==> config.mk <==
export PLATFORM = sky130hd
export DESIGN_NAME = moving_average_window
export DESIGN_NICKNAME = d
export VERILOG_FILES = /design/src/rtl/mavw_pkg.sv /design/src/rtl/moving_average_window.sv /design/src/rtl/mavw_front.sv /design/src/rtl/mavw_queue.sv /design/src/rtl/mavw_divider.sv
export SDC_FILE = /design/constraint.sdc
export NUM_CORES = 2
export LEC_CHECK = 0
export ABC_AREA = 1
export BUFFER_PORTS_ARGS = -buffer_cell sky130_fd_sc_hd__buf_2
export CORE_MARGIN = 5
export CORE_UTILIZATION = 63
export DETAILED_ROUTE_END_ITERATION = 12
export PLACE_DENSITY = 0.81
export SLEW_MARGIN = 15
export SYNTH_ARGS = -nofsm -noshare
export SYNTH_HDL_FRONTEND = slang
export SYNTH_SLANG_ARGS = --single-unit
==> constraint.sdc <==
create_clock -name clock -period 6.07 [get_ports clock]
set_clock_uncertainty 0.15 [all_clocks]
set_input_delay 0.9105 -clock clock [delete_from_list [all_inputs] [get_ports clock]]
set_output_delay 0.9105 -clock clock [all_outputs]
set_load 0.02 [all_outputs]
==> src/rtl/mavw_pkg.sv <==
// shared widths, codes, types and helpers for the moving average window
// no dependencies
package mavw_pkg;

   localparam int MAX_WINDOW  = 64;
   localparam int SAMPLE_BITS = 16;
   localparam int CFG_BITS    = 7;
   localparam int SLOT_BITS   = $clog2(MAX_WINDOW);
   localparam int COUNT_BITS  = $clog2(MAX_WINDOW + 1);
   localparam int SUM_BITS    = SAMPLE_BITS + SLOT_BITS;
   localparam int STEP_BITS   = $clog2(SUM_BITS + 1);
   localparam int QUEUE_DEPTH = 2;
   localparam int PTR_BITS    = (QUEUE_DEPTH > 1) ? $clog2(QUEUE_DEPTH) : 1;
   localparam int LEVEL_BITS  = $clog2(QUEUE_DEPTH + 1);

   localparam logic [CFG_BITS-1:0] WINLEN_RESET = CFG_BITS'(8);

   // request kinds
   localparam logic REQ_PUSH   = 1'b0;
   localparam logic REQ_RESEED = 1'b1;

   // work handed from the front end to the divider
   typedef struct packed {
      logic signed [SUM_BITS-1:0] sum;
      logic [COUNT_BITS-1:0]      count;
   } job_type;

   // window length as used: zero acts as one, oversize clamps to the ring size
   function automatic logic [COUNT_BITS-1:0] effective_window(
      input logic [CFG_BITS-1:0] wl);
      logic [COUNT_BITS-1:0] win;
      if (wl == '0) begin
         win = COUNT_BITS'(1);
      end else if (wl > CFG_BITS'(MAX_WINDOW)) begin
         win = COUNT_BITS'(MAX_WINDOW);
      end else begin
         win = COUNT_BITS'(wl);
      end
      return win;
   endfunction

endpackage

==> src/rtl/moving_average_window.sv <==
// moving average window top level: front end, job queue and divider
// an accepted transaction passes through the front end, the job queue and the 22-step divider to its result
// the divider is the bottleneck: it takes a new job only once its result register has been loaded
// reset: synchronous; clears sum, fill count and write slot, window length returns to 8
// the sample ring is not cleared, since only slots written since a clear are ever read
// depends on mavw_pkg, mavw_front, mavw_queue, mavw_divider
module moving_average_window (
   input  logic                                     clock,
   input  logic                                     reset,
   input  logic                                     req_push,
   output logic                                     req_full,
   input  logic                                     req_type,
   input  logic signed [mavw_pkg::SAMPLE_BITS-1:0]  req_sample_value,
   output logic                                     rsp_empty,
   input  logic                                     rsp_pop,
   output logic signed [mavw_pkg::SAMPLE_BITS-1:0]  rsp_average,
   output logic [mavw_pkg::COUNT_BITS-1:0]          rsp_fill_level,
   input  logic                                     csr_valid,
   output logic                                     csr_ready,
   input  logic [mavw_pkg::CFG_BITS-1:0]            csr_window_length
);

   logic              q_push;
   logic              q_full;
   logic              q_pop;
   logic              q_empty;
   mavw_pkg::job_type q_in_data;
   mavw_pkg::job_type q_out_data;

   // window bookkeeping
   mavw_front u_front (
      .clock             (clock),
      .reset             (reset),
      .req_push          (req_push),
      .req_full          (req_full),
      .req_type          (req_type),
      .req_sample_value  (req_sample_value),
      .csr_valid         (csr_valid),
      .csr_ready         (csr_ready),
      .csr_window_length (csr_window_length),
      .job_push          (q_push),
      .job_data          (q_in_data),
      .job_full          (q_full)
   );

   // decoupling queue
   mavw_queue u_queue (
      .clock     (clock),
      .reset     (reset),
      .push      (q_push),
      .push_data (q_in_data),
      .full      (q_full),
      .pop       (q_pop),
      .pop_data  (q_out_data),
      .empty     (q_empty)
   );

   // averaging divide and result register
   mavw_divider u_divider (
      .clock          (clock),
      .reset          (reset),
      .job_empty      (q_empty),
      .job_data       (q_out_data),
      .job_pop        (q_pop),
      .rsp_empty      (rsp_empty),
      .rsp_pop        (rsp_pop),
      .rsp_average    (rsp_average),
      .rsp_fill_level (rsp_fill_level)
   );

endmodule

==> src/rtl/mavw_front.sv <==
// front end: accepts requests, keeps the sample ring, running sum and fill count
// depends on mavw_pkg
module mavw_front (
   input  logic                                      clock,
   input  logic                                      reset,
   input  logic                                      req_push,
   output logic                                      req_full,
   input  logic                                      req_type,
   input  logic signed [mavw_pkg::SAMPLE_BITS-1:0]   req_sample_value,
   input  logic                                      csr_valid,
   output logic                                      csr_ready,
   input  logic [mavw_pkg::CFG_BITS-1:0]             csr_window_length,
   output logic                                      job_push,
   output mavw_pkg::job_type                         job_data,
   input  logic                                      job_full
);

   typedef enum logic [1:0] {
      FE_IDLE   = 2'b01,
      FE_UPDATE = 2'b10
   } fe_state_type;

   fe_state_type                               state_ff, state_in;
   logic [mavw_pkg::COUNT_BITS-1:0]            win_ff, win_in;
   logic signed [mavw_pkg::SUM_BITS-1:0]       sum_ff, sum_in;
   logic [mavw_pkg::COUNT_BITS-1:0]            count_ff, count_in;
   logic [mavw_pkg::SLOT_BITS-1:0]             slot_ff, slot_in;
   logic                                       seed_active_ff, seed_active_in;
   logic signed [mavw_pkg::SAMPLE_BITS-1:0]    seed_ff;
   logic                                       kind_ff;
   logic signed [mavw_pkg::SAMPLE_BITS-1:0]    value_ff;
   logic signed [mavw_pkg::SAMPLE_BITS-1:0]    rd_ff;
   logic signed [mavw_pkg::SAMPLE_BITS-1:0]    ring [mavw_pkg::MAX_WINDOW];

   logic                                       accept;
   logic                                       ring_we;
   logic                                       seed_load;
   logic                                       last_slot;
   logic [mavw_pkg::COUNT_BITS-1:0]            win_minus_one;
   logic signed [mavw_pkg::SAMPLE_BITS-1:0]    old_sample;
   logic signed [mavw_pkg::SUM_BITS-1:0]       value_ext;
   logic signed [mavw_pkg::SUM_BITS-1:0]       old_ext;
   logic signed [mavw_pkg::SUM_BITS-1:0]       seed_sum;

   // handshakes
   assign req_full  = (state_ff != FE_IDLE);
   assign accept    = req_push && !req_full;
   assign csr_ready = 1'b1;

   // oldest sample: a slot not yet overwritten since a reseed holds the seed
   assign old_sample    = seed_active_ff ? seed_ff : rd_ff;
   assign value_ext     = {{mavw_pkg::SLOT_BITS{value_ff[mavw_pkg::SAMPLE_BITS-1]}}, value_ff};
   assign old_ext       = {{mavw_pkg::SLOT_BITS{old_sample[mavw_pkg::SAMPLE_BITS-1]}},
                           old_sample};
   assign seed_sum      = mavw_pkg::SUM_BITS'(value_ext * $signed({1'b0, win_ff}));
   assign win_minus_one = win_ff - mavw_pkg::COUNT_BITS'(1);
   assign last_slot     = (slot_ff == win_minus_one[mavw_pkg::SLOT_BITS-1:0]);

   // next state of the window
   always_comb begin
      state_in       = state_ff;
      win_in         = win_ff;
      sum_in         = sum_ff;
      count_in       = count_ff;
      slot_in        = slot_ff;
      seed_active_in = seed_active_ff;
      ring_we        = 1'b0;
      seed_load      = 1'b0;
      job_push       = 1'b0;
      unique case (state_ff)
         FE_IDLE: begin
            if (accept) begin
               state_in = FE_UPDATE;
            end
         end
         FE_UPDATE: begin
            if (!job_full) begin
               job_push = 1'b1;
               state_in = FE_IDLE;
               if (kind_ff == mavw_pkg::REQ_RESEED) begin
                  seed_load      = 1'b1;
                  seed_active_in = 1'b1;
                  count_in       = win_ff;
                  slot_in        = '0;
                  sum_in         = seed_sum;
               end else begin
                  ring_we = 1'b1;
                  if (count_ff < win_ff) begin
                     count_in = count_ff + mavw_pkg::COUNT_BITS'(1);
                     sum_in   = sum_ff + value_ext;
                  end else begin
                     sum_in = sum_ff - old_ext + value_ext;
                  end
                  if (last_slot) begin
                     slot_in        = '0;
                     seed_active_in = 1'b0;
                  end else begin
                     slot_in = slot_ff + mavw_pkg::SLOT_BITS'(1);
                  end
               end
            end
         end
         default: begin
            state_in = FE_IDLE;
         end
      endcase
      // window length write clears the window
      if (csr_valid && csr_ready) begin
         win_in         = mavw_pkg::effective_window(csr_window_length);
         sum_in         = '0;
         count_in       = '0;
         slot_in        = '0;
         seed_active_in = 1'b0;
      end
   end

   assign job_data = '{sum: sum_in, count: count_in};

   // control registers
   always_ff @(posedge clock) begin
      if (reset) begin
         state_ff       <= FE_IDLE;
         win_ff         <= mavw_pkg::effective_window(mavw_pkg::WINLEN_RESET);
         sum_ff         <= '0;
         count_ff       <= '0;
         slot_ff        <= '0;
         seed_active_ff <= 1'b0;
      end else begin
         state_ff       <= state_in;
         win_ff         <= win_in;
         sum_ff         <= sum_in;
         count_ff       <= count_in;
         slot_ff        <= slot_in;
         seed_active_ff <= seed_active_in;
      end
   end

   // captured transaction and seed value
   always_ff @(posedge clock) begin
      if (accept) begin
         kind_ff  <= req_type;
         value_ff <= req_sample_value;
      end
      if (seed_load) begin
         seed_ff <= value_ff;
      end
   end

   // sample ring, registered read at the current write slot
   always_ff @(posedge clock) begin
      if (ring_we) begin
         ring[slot_ff] <= value_ff;
      end
      rd_ff <= ring[slot_ff];
   end

endmodule

==> src/rtl/mavw_queue.sv <==
// short queue of divide jobs between the front end and the divider
// depends on mavw_pkg
module mavw_queue (
   input  logic              clock,
   input  logic              reset,
   input  logic              push,
   input  mavw_pkg::job_type push_data,
   output logic              full,
   input  logic              pop,
   output mavw_pkg::job_type pop_data,
   output logic              empty
);

   mavw_pkg::job_type                  entries [mavw_pkg::QUEUE_DEPTH];
   logic [mavw_pkg::PTR_BITS-1:0]      wr_ptr_ff, wr_ptr_in;
   logic [mavw_pkg::PTR_BITS-1:0]      rd_ptr_ff, rd_ptr_in;
   logic [mavw_pkg::LEVEL_BITS-1:0]    level_ff, level_in;
   logic                               do_push;
   logic                               do_pop;

   assign full     = (level_ff == mavw_pkg::LEVEL_BITS'(mavw_pkg::QUEUE_DEPTH));
   assign empty    = (level_ff == '0);
   assign do_push  = push && !full;
   assign do_pop   = pop && !empty;
   assign pop_data = entries[rd_ptr_ff];

   // pointer and level updates
   always_comb begin
      wr_ptr_in = wr_ptr_ff;
      rd_ptr_in = rd_ptr_ff;
      level_in  = level_ff;
      if (do_push) begin
         if (wr_ptr_ff == mavw_pkg::PTR_BITS'(mavw_pkg::QUEUE_DEPTH - 1)) begin
            wr_ptr_in = '0;
         end else begin
            wr_ptr_in = wr_ptr_ff + mavw_pkg::PTR_BITS'(1);
         end
      end
      if (do_pop) begin
         if (rd_ptr_ff == mavw_pkg::PTR_BITS'(mavw_pkg::QUEUE_DEPTH - 1)) begin
            rd_ptr_in = '0;
         end else begin
            rd_ptr_in = rd_ptr_ff + mavw_pkg::PTR_BITS'(1);
         end
      end
      if (do_push && !do_pop) begin
         level_in = level_ff + mavw_pkg::LEVEL_BITS'(1);
      end else if (do_pop && !do_push) begin
         level_in = level_ff - mavw_pkg::LEVEL_BITS'(1);
      end
   end

   always_ff @(posedge clock) begin
      if (reset) begin
         wr_ptr_ff <= '0;
         rd_ptr_ff <= '0;
         level_ff  <= '0;
      end else begin
         wr_ptr_ff <= wr_ptr_in;
         rd_ptr_ff <= rd_ptr_in;
         level_ff  <= level_in;
      end
   end

   // entry storage
   always_ff @(posedge clock) begin
      if (do_push) begin
         entries[wr_ptr_ff] <= push_data;
      end
   end

endmodule

==> src/rtl/mavw_divider.sv <==
// back end: radix-2 restoring divide of the running sum by the fill count,
// one quotient bit a cycle, into the result register; depends on mavw_pkg
module mavw_divider (
   input  logic                                     clock,
   input  logic                                     reset,
   input  logic                                     job_empty,
   input  mavw_pkg::job_type                        job_data,
   output logic                                     job_pop,
   output logic                                     rsp_empty,
   input  logic                                     rsp_pop,
   output logic signed [mavw_pkg::SAMPLE_BITS-1:0]  rsp_average,
   output logic [mavw_pkg::COUNT_BITS-1:0]          rsp_fill_level
);

   typedef enum logic [2:0] {
      BE_IDLE = 3'b001,
      BE_DIV  = 3'b010,
      BE_DONE = 3'b100
   } be_state_type;

   be_state_type                              state_ff, state_in;
   logic [mavw_pkg::STEP_BITS-1:0]            step_ff, step_in;
   logic [mavw_pkg::COUNT_BITS-1:0]           rem_ff, rem_in;
   logic [mavw_pkg::SUM_BITS-1:0]             quo_ff, quo_in;
   logic [mavw_pkg::COUNT_BITS-1:0]           divisor_ff, divisor_in;
   logic                                      neg_ff, neg_in;
   logic                                      out_valid_ff, out_valid_in;
   logic signed [mavw_pkg::SAMPLE_BITS-1:0]   average_ff;
   logic [mavw_pkg::COUNT_BITS-1:0]           fill_ff;

   logic [mavw_pkg::COUNT_BITS:0]             shifted;
   logic [mavw_pkg::COUNT_BITS:0]             divisor_ext;
   logic                                      ge;
   logic [mavw_pkg::SUM_BITS-1:0]             quo_signed;
   logic signed [mavw_pkg::SAMPLE_BITS-1:0]   result;
   logic                                      out_load;

   // one restoring step
   assign shifted     = {rem_ff, quo_ff[mavw_pkg::SUM_BITS-1]};
   assign divisor_ext = {1'b0, divisor_ff};
   assign ge          = (shifted >= divisor_ext);

   // sign fix-up, empty window gives zero
   assign quo_signed = neg_ff ? (~quo_ff + mavw_pkg::SUM_BITS'(1)) : quo_ff;
   assign result     = (divisor_ff == '0) ? '0 : quo_signed[mavw_pkg::SAMPLE_BITS-1:0];

   always_comb begin
      state_in     = state_ff;
      step_in      = step_ff;
      rem_in       = rem_ff;
      quo_in       = quo_ff;
      divisor_in   = divisor_ff;
      neg_in       = neg_ff;
      job_pop      = 1'b0;
      out_load     = 1'b0;
      out_valid_in = out_valid_ff && !rsp_pop;
      unique case (state_ff)
         BE_IDLE: begin
            if (!job_empty) begin
               job_pop    = 1'b1;
               neg_in     = job_data.sum[mavw_pkg::SUM_BITS-1];
               quo_in     = job_data.sum[mavw_pkg::SUM_BITS-1]
                            ? mavw_pkg::SUM_BITS'(-job_data.sum)
                            : mavw_pkg::SUM_BITS'(job_data.sum);
               divisor_in = job_data.count;
               rem_in     = '0;
               step_in    = '0;
               state_in   = BE_DIV;
            end
         end
         BE_DIV: begin
            rem_in = ge ? mavw_pkg::COUNT_BITS'(shifted - divisor_ext)
                        : mavw_pkg::COUNT_BITS'(shifted);
            quo_in = {quo_ff[mavw_pkg::SUM_BITS-2:0], ge};
            if (step_ff == mavw_pkg::STEP_BITS'(mavw_pkg::SUM_BITS - 1)) begin
               state_in = BE_DONE;
            end else begin
               step_in = step_ff + mavw_pkg::STEP_BITS'(1);
            end
         end
         BE_DONE: begin
            if (!out_valid_ff || rsp_pop) begin
               out_load     = 1'b1;
               out_valid_in = 1'b1;
               state_in     = BE_IDLE;
            end
         end
         default: begin
            state_in = BE_IDLE;
         end
      endcase
   end

   // control registers
   always_ff @(posedge clock) begin
      if (reset) begin
         state_ff     <= BE_IDLE;
         out_valid_ff <= 1'b0;
      end else begin
         state_ff     <= state_in;
         out_valid_ff <= out_valid_in;
      end
   end

   // datapath registers
   always_ff @(posedge clock) begin
      step_ff    <= step_in;
      rem_ff     <= rem_in;
      quo_ff     <= quo_in;
      divisor_ff <= divisor_in;
      neg_ff     <= neg_in;
      if (out_load) begin
         average_ff <= result;
         fill_ff    <= divisor_ff;
      end
   end

   assign rsp_empty      = !out_valid_ff;
   assign rsp_average    = average_ff;
   assign rsp_fill_level = fill_ff;

endmodule

==> qor.txt <==
post-synthesis simple-gate area fraction - 15.8%
Synth-to-Final Area Change - 10.2%
crit end category - flip-flop
most frequent cells in the layout - 1453 x nand2_1, 1180 x edfxtp_1, 568 x inv_1, 269 x nor2_1, 181 x nand3_1
Final Hold Vio Count - 0
Die ar. - 95600 um^2
post-synthesis mux area share - 0.299%
DP HPWL - 95700 um
asr flop ratio synth - 0%
Yosys top cell by area - edfxtp_1
xor/xnor share of the synthesized area - 0.869%
layout net count - 5354
Synth top area share - 62.8%
grt ovf - 0
largest net degree at the start of global routing - 129
First DRT Iteration DRCs - 5339
adder-cell share of the synthesized area - 6.11%
hold_buf cts - 0
Post-Synthesis Cells - 5000
Buf+Inv Stages, Crit Path - 5
Placer Congestion - 0.973
Chip Height - 309 um
Final Critical Period - 5310 ps
Largest delay share family, worst path - adder cells
CP max stage delay - 920 ps
dpl ws - 865 ps
overall routing resource usage - 32.2%
Worst-Margin Slew - 1090 ps
Slowest-stage cell, CP - edfxtp_1
worst IR drop on VDD - 277 uV
drt drc - 0
reported max-cap violation count - 0
Core ar. - 88600 um^2
Die Wd - 309 um
main combinational cell family by area after synthesis - simple AND/OR/NAND/NOR gates
CTS Buf Count - 116
number of flops mapped to enable cells by yosys - 1180
reg-to-reg critical path startpoint - u_front.value_ff[11]$_DFFE_PP_
outcome - complete, no violations
CTS max path bufs - 3
Worst Hold End - u_front.value_ff[0]$_DFFE_PP_
setup ws final - 759 ps
Post-synth top flop - edfxtp_1
CP Cell Sequence - buf_4 > nand2_1 > inv_1 > fa_1 > fa_1 > inv_1 > fa_1 > inv_1 > ha_1 > nand2_1 > nor2_1 > nand4_1 > nor2_1 > nor2_1 > nand2_1 > nand3_1 > nand2_1 > inv_1 > nand2_1 > a21oi_1
# port buffers - 53
final WL - 155000 um
count of different cell masters after synthesis - 53
clk slew on worst S/H paths - 60 ps
complex-gate fraction of the synthesized area - 6.28%
RSZ-0062 raised after global routing - no
synthesized area per cell - 11.3 um^2
Worst path most repeated cell - nand2_1
setup violators final - 0
Post-Syn Nets - 5242
worst skew pair latency - 720 ps
sequential area share after synthesis - 65.3%
First-pass DRT Iterations - 6
H-tree depth - 3
CTS tree - built
hold depth - 1
ratio of cells with drive above 1 in the final layout - 7.91%
number of global-route vias before repair - 38900
CTS sink cnt - 1250
vias post-DR - 39200
critical path class - reg2reg
Setup Fix Bufs, Post-CTS - 0
Lkg Pwr - 24.3 nW
Critical Path Fanout Max - 35
R2R Setup Slk - 760 ps
IO Count - 55
global-route wire length before repair - 231000 um
FF-to-FF path depth - 20
Post-Synthesis Cell Area - 56400 um^2
Area contributors post-synth - edfxtp_1 63%, nand2_1 9.7%, inv_1 3.8%
hold path startpoint - req_sample_value[0]
Final ANT Viol Nets - 0
startpoint types - flip-flop
CTS resizes - 0
Final Max Slew Viols - 0
commonest non-fill, non-tap cell in the layout - nand2_1
CP arrival - 5550 ps
CP required - 6310 ps
RR Endpoint - u_queue.entries[0][20]$_DFFE_PP_
FF+latch count, synth - 1250
PD cells - 309 nW/um^2
Hold Path Class - in2reg
Rows - 109
Ys Warns - 0
Rel. slew slack - 26.6%
Root Driver - clkbuf_16
TNS Setup - 0 ps
fin crit share - 87.5%
Starting Density - 63.6%
WL per Instance - 24.3 um
Vias/cell - 6.14
Fmax - 0.188 GHz
initial antenna violation count - 12
==> registers in the layout, indices dropped and copies added (netlist names), 6 cells and up, named ones only <==
| signal | count |
|---|---|
| u_queue.entries | 58 |
| u_divider.rsp_average | 16 |
| u_divider.quo_ff | 22 |
| u_front.count_ff | 7 |
| u_divider.rsp_fill_level | 7 |
| u_front.seed_ff | 16 |
| u_front.value_ff | 16 |
| u_front.ring | 1024 |
| u_front.win_ff | 7 |
| u_divider.divisor_ff | 7 |
| u_front.slot_ff | 6 |
| u_front.sum_ff | 22 |
| u_front.rd_ff | 16 |
| u_divider.rem_ff | 7 |
==> worst max-delay path by stage <==
stage	startpoint	endpoint	slack [ps]	depth (start not counted)
floorplan	u_front.value_ff[15]$_DFFE_PP_	u_queue.entries[0][28]$_DFFE_PP_	600	19
global route	u_front.value_ff[11]$_DFFE_PP_	u_queue.entries[0][20]$_DFFE_PP_	500	20
global placement	u_front.value_ff[11]$_DFFE_PP_	u_queue.entries[0][28]$_DFFE_PP_	970	21
detailed placement	u_front.win_ff[2]$_SDFFE_PP0P_	u_queue.entries[0][28]$_DFFE_PP_	860	18
finish	u_front.value_ff[11]$_DFFE_PP_	u_queue.entries[0][20]$_DFFE_PP_	760	20
CTS	u_front.win_ff[2]$_SDFFE_PP0P_	u_queue.entries[1][28]$_DFFE_PP_	860	18
==> through the flow <==
stage	power (mW)	cells	cell area, um^2	hold WS [ps]	utilization (%)
detailed placement	12.3	6159	58500	299	66.0
CTS	19.2	6373	62100	205	70.1
floorplan	11.7	5000	56400	275	-
global placement	12.2	6159	58500	285	66.0
finish	19.2	6384	62200	222	70.1
global route	19.9	6381	62200	205	70.1
==> worst reg2reg max path, stage by stage, from the launching register on <==
cell and delay (ps):
edfxtp_1 920, buf_4 530, nand2_1 100, inv_1 140, fa_1 450, fa_1 550, inv_1 50, fa_1 480
inv_1 50, ha_1 350, nand2_1 130, nor2_1 220, nand4_1 190, nor2_1 200, nor2_1 70, nand2_1 50
nand3_1 80, nand2_1 80, inv_1 40, nand2_1 80, a21oi_1 80
==> synth_stat cells (14+ instances only) <==
cell,number
a221oi_1,76
xnor2_1,27
nand3_1,181
a22oi_1,109
nand2_1,1453
buf_2,80
nor2_1,275
xor2_1,29
clkbuf_1,93
edfxtp_1,1180
o2111ai_1,15
a22o_1,14
fa_1,104
nand4_1,135
a21oi_1,151
nor3_1,39
dfxtp_1,70
inv_1,568
mux2_2,15
o21ai_0,119
ha_1,109
==> where the power goes <==
group,internal (mW),total (mW),switching [mW]
Clock,3.95,7.05,3.10
Sequential,9.79,9.97,0.184
Combinational,0.682,2.20,1.52
Total,14.4,19.2,4.80
==> routing by layer <==
metal  vias up  part of all wire (%)  global-route usage [%]
met5         -                     0                       0
met4         0                   5.7                    15.9
met3       453                    12                    7.00
met2      2539                    46                    51.5
met1     18800                    36                    42.6
li1      17400                     -                       -
==> cells by family (layout without fill, tap and decap cells) <==
kind of cell,Yosys count,count (layout)
flip-flops,1250,1250
adder cells (fa/ha/maj),213,213
multiplexers,15,15
AND/OR/NAND/NOR,2147,2147
AO/OA/AOI/OAI,546,546
buffers and inverters,772,980
other,1,12
XOR/XNOR,56,56
==> final cells by class <==
type                            count  area, um^2
Antenna cell                       11        27.5
Clock buffer                      165        3180
Clock inverter                     49         498
Fill cell                        5989       26500
Inverter                          579        2180
Multi-Input combinational cell   2978       16600
Sequential cell                  1250       36800
Tap cell                         1165        1460
Timing Repair Buffer              187        1360
No activity file was read; power rests on OpenSTA's default activity.
